**src/design/cdks_pkg.sv**
```systemverilog
// Package: shared types and constants for the change-detecting keyed store.
package cdks_pkg;
	localparam int ENTRIES = 16;
	localparam int IDX_W = $clog2(ENTRIES);
	localparam int CNT_W = $clog2(ENTRIES + 1);

	localparam logic [1:0] CMD_UPDATE = 2'd0;
	localparam logic [1:0] CMD_FIND   = 2'd1;
	localparam logic [1:0] CMD_QUERY  = 2'd2;
	localparam logic [1:0] CMD_CLEAR  = 2'd3;

	localparam logic [3:0] ST_INSERTED  = 4'd0;
	localparam logic [3:0] ST_UPDATED   = 4'd1;
	localparam logic [3:0] ST_UNCHANGED = 4'd2;
	localparam logic [3:0] ST_IGNORED   = 4'd3;
	localparam logic [3:0] ST_DURFAIL   = 4'd4;
	localparam logic [3:0] ST_FOUND     = 4'd5;
	localparam logic [3:0] ST_NOTFOUND  = 4'd6;
	localparam logic [3:0] ST_QITEM     = 4'd7;
	localparam logic [3:0] ST_QEMPTY    = 4'd8;
	localparam logic [3:0] ST_FULL      = 4'd9;

	typedef struct packed {
		logic [1:0]  command;
		logic [7:0]  mod_key;
		logic [3:0]  level_id;
		logic [7:0]  func_key;
		logic [15:0] evt_key;
		logic [31:0] value;
		logic        force_req;
		logic [31:0] timestamp;
		logic        durable_ok;
		logic [3:0]  filter_mask;
	} cdks_in_t;

	typedef struct packed {
		logic [3:0]  status;
		logic [7:0]  out_module;
		logic [3:0]  out_level;
		logic [7:0]  out_function;
		logic [15:0] out_event;
		logic [31:0] out_value;
		logic [31:0] out_time;
		logic        last;
		logic [4:0]  entry_count;
	} cdks_out_t;
endpackage

```
**src/design/change_detecting_keyed_store_unit.sv**
```systemverilog
// Top level: key-sorted record table with update, find, query and clear.
// Each command takes one beat in and walks the table through a single shared
// key comparator and one memory port, reading and then comparing each record
// visited. An update or find stops at the first record whose key does not sort
// below its own, or past the last held record; an insert then shifts each record
// above the slot up one place, read and then written, and writes the new record.
// A query visits every held record and gives one result beat per match, or one
// empty result; each match is held until the next match or the end is found, and
// the walk resumes only once a released beat has been taken. Clear empties the
// table and gives no result. The block accepts no new beat until the last result
// beat of the current command has been taken.
module change_detecting_keyed_store_unit
	import cdks_pkg::*;
(
	input  logic      clk,
	input  logic      arst_n,
	input  logic      in_valid,
	output logic      in_ready,
	input  cdks_in_t  in_data,
	output logic      out_valid,
	input  logic      out_ready,
	output cdks_out_t out_data
);
	localparam logic [2:0] S_IDLE = 3'd0;
	localparam logic [2:0] S_RD   = 3'd1;
	localparam logic [2:0] S_CMP  = 3'd2;
	localparam logic [2:0] S_SHRD = 3'd3;
	localparam logic [2:0] S_SHWR = 3'd4;
	localparam logic [2:0] S_OUT  = 3'd5;
	localparam logic [2:0] S_QOUT = 3'd6;

	logic [2:0]       state_q;
	cdks_in_t         req_q;
	logic [CNT_W-1:0] used_q;
	logic [CNT_W-1:0] idx_q;
	logic             found_q;
	logic             out_valid_q;
	cdks_out_t        out_q;

	// record memory: {key, value, time}
	logic [99:0] mem [ENTRIES];
	logic [99:0] rd_q;
	logic [IDX_W-1:0] rd_addr;
	logic             wr_en;
	logic [IDX_W-1:0] wr_addr;
	logic [99:0]      wr_data;

	logic [35:0] req_key, ent_key;
	logic        key_lt, key_eq, q_match;
	logic [31:0] ent_val;

	assign req_key  = {req_q.mod_key, req_q.level_id, req_q.func_key, req_q.evt_key};
	assign ent_key  = rd_q[99:64];
	assign ent_val  = rd_q[63:32];
	// shared comparator
	assign key_lt = ent_key < req_key;
	assign key_eq = ent_key == req_key;
	assign q_match = (!req_q.filter_mask[0] || ent_key[35:28] == req_key[35:28]) &&
		(!req_q.filter_mask[1] || ent_key[27:24] == req_key[27:24]) &&
		(!req_q.filter_mask[2] || ent_key[23:16] == req_key[23:16]) &&
		(!req_q.filter_mask[3] || ent_key[15:0] == req_key[15:0]);

	assign in_ready  = (state_q == S_IDLE) && !out_valid_q;
	assign out_valid = out_valid_q;
	assign out_data  = out_q;

	// memory port
	always_ff @(posedge clk) begin
		if (wr_en) begin
			mem[wr_addr] <= wr_data;
		end
		rd_q <= mem[rd_addr];
	end

	// sequencer
	always_comb begin
		rd_addr = idx_q[IDX_W-1:0];
		wr_en   = 1'b0;
		wr_addr = idx_q[IDX_W-1:0];
		wr_data = rd_q;
		case (state_q)
			S_SHRD: rd_addr = IDX_W'(idx_q - 1'b1);
			S_SHWR: begin
				// copy the lower neighbour up, or drop the new record in place
				if (found_q) begin
					wr_en   = 1'b1;
					wr_data = {req_key, req_q.value, req_q.timestamp};
				end else begin
					wr_en   = 1'b1;
				end
			end
			S_CMP: begin
				if (req_q.command == CMD_UPDATE && idx_q < used_q && key_eq &&
					ent_val != req_q.value && req_q.durable_ok) begin
					wr_en   = 1'b1;
					wr_data = {req_key, req_q.value, req_q.timestamp};
				end
			end
			default: ;
		endcase
	end

	function automatic cdks_out_t mk_out(logic [3:0] st, logic rec, logic [99:0] r,
		logic lst, logic [CNT_W-1:0] cnt);
		cdks_out_t o;
		o = '0;
		o.status = st;
		if (rec) begin
			o.out_module   = r[99:92];
			o.out_level    = r[91:88];
			o.out_function = r[87:80];
			o.out_event    = r[79:64];
			o.out_value    = r[63:32];
			o.out_time     = r[31:0];
		end
		o.last = lst;
		o.entry_count = 5'(cnt);
		return o;
	endfunction

	logic [CNT_W-1:0] pos_q;

	always_ff @(posedge clk or negedge arst_n) begin
		if (!arst_n) begin
			state_q     <= S_IDLE;
			req_q       <= '0;
			used_q      <= '0;
			idx_q       <= '0;
			pos_q       <= '0;
			found_q     <= 1'b0;
			out_valid_q <= 1'b0;
			out_q       <= '0;
		end else begin
			case (state_q)
				S_IDLE: begin
					if (in_valid && in_ready) begin
						req_q   <= in_data;
						idx_q   <= '0;
						found_q <= 1'b0;
						if (in_data.command == CMD_CLEAR) begin
							used_q <= '0;
						end else begin
							state_q <= S_RD;
						end
					end
				end
				S_RD: state_q <= S_CMP;
				S_CMP: begin
					if (req_q.command == CMD_QUERY) begin
						// walk all records; hold each match until the next one or the end
						if (idx_q >= used_q) begin
							if (found_q) begin
								out_q.last <= 1'b1;
							end else begin
								out_q <= mk_out(ST_QEMPTY, 1'b0, rd_q, 1'b1, used_q);
							end
							out_valid_q <= 1'b1;
							state_q     <= S_OUT;
						end else if (q_match && found_q) begin
							// release the held match, take this one once it has gone
							out_valid_q <= 1'b1;
							state_q     <= S_QOUT;
						end else if (q_match) begin
							out_q   <= mk_out(ST_QITEM, 1'b1, rd_q, 1'b0, used_q);
							found_q <= 1'b1;
							idx_q   <= idx_q + 1'b1;
							state_q <= S_RD;
						end else begin
							idx_q   <= idx_q + 1'b1;
							state_q <= S_RD;
						end
					end else if (idx_q < used_q && key_lt) begin
						// advance the lower-bound search
						idx_q   <= idx_q + 1'b1;
						state_q <= S_RD;
					end else if (idx_q < used_q && key_eq) begin
						state_q     <= S_OUT;
						out_valid_q <= 1'b1;
						if (req_q.command == CMD_FIND) begin
							out_q <= mk_out(ST_FOUND, 1'b1, rd_q, 1'b1, used_q);
						end else if (ent_val == req_q.value) begin
							out_q <= mk_out(ST_UNCHANGED, 1'b1, rd_q, 1'b1, used_q);
						end else if (!req_q.durable_ok) begin
							out_q <= mk_out(ST_DURFAIL, 1'b0, rd_q, 1'b1, used_q);
						end else begin
							out_q <= mk_out(ST_UPDATED, 1'b1,
								{req_key, req_q.value, req_q.timestamp}, 1'b1, used_q);
						end
					end else if (req_q.command == CMD_UPDATE &&
						!(req_q.value == '0 && !req_q.force_req) &&
						used_q < CNT_W'(ENTRIES) && req_q.durable_ok) begin
						// insert: shift upward from the top
						pos_q   <= idx_q;
						idx_q   <= used_q;
						state_q <= (used_q == idx_q) ? S_SHWR : S_SHRD;
						found_q <= (used_q == idx_q);
					end else begin
						state_q     <= S_OUT;
						out_valid_q <= 1'b1;
						if (req_q.command == CMD_FIND) begin
							out_q <= mk_out(ST_NOTFOUND, 1'b0, rd_q, 1'b1, used_q);
						end else if (req_q.value == '0 && !req_q.force_req) begin
							out_q <= mk_out(ST_IGNORED, 1'b0, rd_q, 1'b1, used_q);
						end else if (used_q >= CNT_W'(ENTRIES)) begin
							out_q <= mk_out(ST_FULL, 1'b0, rd_q, 1'b1, used_q);
						end else begin
							out_q <= mk_out(ST_DURFAIL, 1'b0, rd_q, 1'b1, used_q);
						end
					end
				end
				S_SHRD: state_q <= S_SHWR;
				S_SHWR: begin
					if (found_q) begin
						used_q      <= used_q + 1'b1;
						out_q <= mk_out(ST_INSERTED, 1'b1,
							{req_key, req_q.value, req_q.timestamp}, 1'b1, used_q + 1'b1);
						out_valid_q <= 1'b1;
						state_q     <= S_OUT;
					end else begin
						idx_q   <= idx_q - 1'b1;
						found_q <= (idx_q - 1'b1) == pos_q;
						state_q <= ((idx_q - 1'b1) == pos_q) ? S_SHWR : S_SHRD;
					end
				end
				S_QOUT: begin
					// once the released beat is taken, hold the current match
					if (out_valid_q && out_ready) begin
						out_q       <= mk_out(ST_QITEM, 1'b1, rd_q, 1'b0, used_q);
						out_valid_q <= 1'b0;
						idx_q       <= idx_q + 1'b1;
						state_q     <= S_RD;
					end
				end
				S_OUT: begin
					if (out_valid_q && out_ready) begin
						out_valid_q <= 1'b0;
						state_q     <= S_IDLE;
					end
				end
				default: state_q <= S_IDLE;
			endcase
		end
	end
endmodule

```
**config.mk**
```make
export PLATFORM = sky130hd
export DESIGN_NAME = change_detecting_keyed_store_unit
export DESIGN_NICKNAME = d
export VERILOG_FILES = /design/src/design/cdks_pkg.sv /design/src/design/change_detecting_keyed_store_unit.sv
export SDC_FILE = /design/constraint.sdc
export NUM_CORES = 2
export LEC_CHECK = 0
export BUFFER_PORTS_ARGS = -buffer_cell sky130_fd_sc_hd__buf_2
export CORE_ASPECT_RATIO = 0.6
export CORE_MARGIN = 3
export CORE_UTILIZATION = 59
export DETAILED_ROUTE_END_ITERATION = 10
export PLACE_DENSITY = 0.76
export SKIP_CTS_REPAIR_TIMING = 1
export SLEW_MARGIN = 15
export SYNTH_ARGS = -nofsm -noshare
export SYNTH_HDL_FRONTEND = slang
export SYNTH_SLANG_ARGS = --single-unit
```
**constraint.sdc**
```tcl
create_clock -name clk -period 9.4 [get_ports clk]
set_clock_uncertainty 0.15 [all_clocks]
set_input_delay 0.94 -clock clk [delete_from_list [all_inputs] [get_ports clk]]
set_output_delay 0.94 -clock clk [all_outputs]
set_load 0.02 [all_outputs]
```
==> results.toml <==
[placement]
place_congestion = 0.9104
place_hpwl_um = 97550
place_area_um2 = 78250
io_buffers = 223

[sta]
holdWs_ns = 0.08927
drv_slew = 0
period_needed_ns = 5.584
tightest_slew_ns = 1.147
finalHoldViolCount = 0
rsz0062_at_grt = "no"
fin_crit_sh = 0.5940
timing.fmax_ghz = 0.1791
setup_viol = 0
setup_tns_ns = 0
relSlewSlack = 0.2282

[clocking]
insertion_delay_ns = 0.79
clk_pin_slew_ns = 0.07
numCtsBuffers = 165
cts_buffer_depth = 3
htreeDepth = 4
clockRootBuffer = "clkbuf_16"
cts_sinks = 1938
cts_tree = "built"

[hold_path]
min_path_type = "input pin to async pin"

[power_and_ir_drop]
pwr_density_cell_nw_per_um2 = 327.6
p_leak_nw = 28.27
ir_drop_uv = 280.2

[detailed_routing]
top_layer = "met4"
drc_errors = 0
ant_nets = 0
wl_met3_um = 17240
vias_per_cell = 6.616
wl_per_cell_um = 31.44
vias = 37640
wl_met2_um = 84690
routed_wl_um = 178900
routedLengthMet1_um = 73120
drt_iter0_drc = 4969
dr.pass1.iters = 8

[floorplanning]
start_util = 0.6006
fp.dieH_um = 282.6
dieArea_um2 = 132000
io_pins = 224
row_count = 100
core_area_um2 = 125200
die_x_um = 467.0

[worst_setup_path]
critPathLaunchType = "flip-flop"
crit_type = "flip-flop to flip-flop"
critPathRequiredTime_ns = 9.72
worstSetupEndpointType = "flip-flop"
path_max_fanout = 61
worstPathArrival_ns = 5.91

[yosys]
synth_edf_count = 1600
yosysWarnings = 0
avgSynthCellArea_um2 = 20.83
ys_seq_elements = 1938
ys_types = 68
synth_nets = 3771
ys.flop_type = "edfxtp_1"
ys_async_sr_fraction = 0.1228
synth_area_um2 = 75220
synthCells = 3611
ys_seq_area_frac = 0.7445

[finish]
drive_above_1_share = 0.3197
syn2layout_area_growth_pct = 11.36
mostFrequentLayoutCells = "edfxtp_1, mux4_2, dfrtp_1, buf_2, mux2_2"
final_area_um2 = 83770
num-nets-final = 4021
mostFrequentLayoutCell = "edfxtp_1"
fill_cells = 7805

[grt]
grt_overflow = 0
grt_max_degree = 148
grt_usage = 0.2773
antenna_found_initial = 8
grt_pass1_wl_um = 264900
first_global_vias = 38000

[status]
status = "finished clean"

[job]
maxCapViolCount = 0
[metrics by stage]
stage	util	instances	total power (W)	setup slack (ns)
after CTS	0.6686	5686	0.02749	3.631
after global routing	0.6688	5687	0.02852	3.655
after floorplan	-	3611	0.01786	2.639
after detailed placement	0.6248	5376	0.02057	3.624
final	0.6689	5689	0.02744	3.816
after global placement	0.6245	5375	0.02037	3.634
[routing by layer]
layer / GRT usage / vias to the layer above
li1: - / 15340
met4: 0.07209 / 0
met2: 0.4244 / 2069
met3: 0.04952 / 226
met5: 0 / -
met1: 0.4228 / 20010
[final timing paths]
path / slack, ns / startpoint / endpoint / depth (start not counted)
hold reg to reg: 0.33 / out_data[75] / out_data[75] / 2
setup reg to reg: 3.82 / req_q[59] / mem[3][14] / 9
setup / recovery: 3.82 / req_q[59] / mem[3][14] / 9
hold / removal: 0.09 / arst_n / out_data[38] / 1
max in group asynchronous: 7.70 / arst_n / req_key[9] / 2
min in group clk: 0.23 / in_data[97] / req_key[27] / 2
[flip-flops by register name, indices dropped and copies added, names as in the netlist]
name and cells:
req_key 36, out_valid 1, pos_q 5, mem 1600
found_q 1, out_data 110, rd_q 100, state_q 3
idx_q 5, used_q 5, req_q 72
[power by group]
group / switching, W / total, W / internal (W)
Combinational: 0.00475 / 0.00810 / 0.00335
Sequential: 0.000960 / 0.0124 / 0.0115
Clock: 0.00307 / 0.00693 / 0.00386
[cells by family (layout without fill, tap and decap cells)]
logic type | after synthesis | count (layout) | synth area share
xor gates and xnor gates | 49 | 49 | 0.005705
buffers and inverters | 244 | 637 | 0.01366
and+or+nand+nor | 291 | 291 | 0.01848
muxes | 720 | 720 | 0.1826
adders and majority gates | 48 | 48 | 0.007984
other | 0 | 2 | 0
AOI/OAI and AO/OA | 321 | 321 | 0.02713
DFF | 1938 | 1938 | 0.7445
[synth_stat cells, types with 5 or more instances]
cell,n,area share
dfrtp_1,238,0.079
buf_2,65,0.0043
a22oi_1,101,0.010
o21ai_1,45,0.0030
xnor2_1,12,0.0014
and2_1,17,0.0014
o21ai_0,90,0.0060
nor3_1,10,0.00067
inv_1,52,0.0026
mux2_2,216,0.032
mux4_2,500,0.15
nand2b_1,5,0.00042
edfxtp_1,1600,0.64
nor2_1,32,0.0016
a21oi_1,34,0.0023
nand4_1,15,0.0012
nand3_1,16,0.0011
xor2_1,37,0.0043
nor2b_1,6,0.00050
nor4_1,19,0.0016
dfxtp_1,100,0.027
a31oi_1,6,0.00050
ha_1,48,0.0080
nand2_1,149,0.0074
clkbuf_1,120,0.0060
[worst max-delay path, stage by stage (launching register included)]
cell,delay [ns]
dfrtp_1,0.48
xor2_1,0.23
nor4_1,0.85
nand4_1,0.27
nor2_1,0.40
nor2_1,0.09
a21oi_1,0.50
a21o_4,0.80
buf_4,0.83
mux2_2,0.55
[final cells by class]
type | count | area, µm² | share of cell area
Antenna cell | 2 | 5.005 | 0.00005974
Clock buffer | 239 | 4783 | 0.05710
Clock inverter | 71 | 708.2 | 0.008454
Inverter | 53 | 198.9 | 0.002375
Multi-Input combinational cell | 1429 | 18320 | 0.2187
Sequential cell | 1938 | 56000 | 0.6685
Tap cell | 1683 | 2106 | 0.02514
Timing Repair Buffer | 274 | 1649 | 0.01969
(Power assumes the default switching activity.)
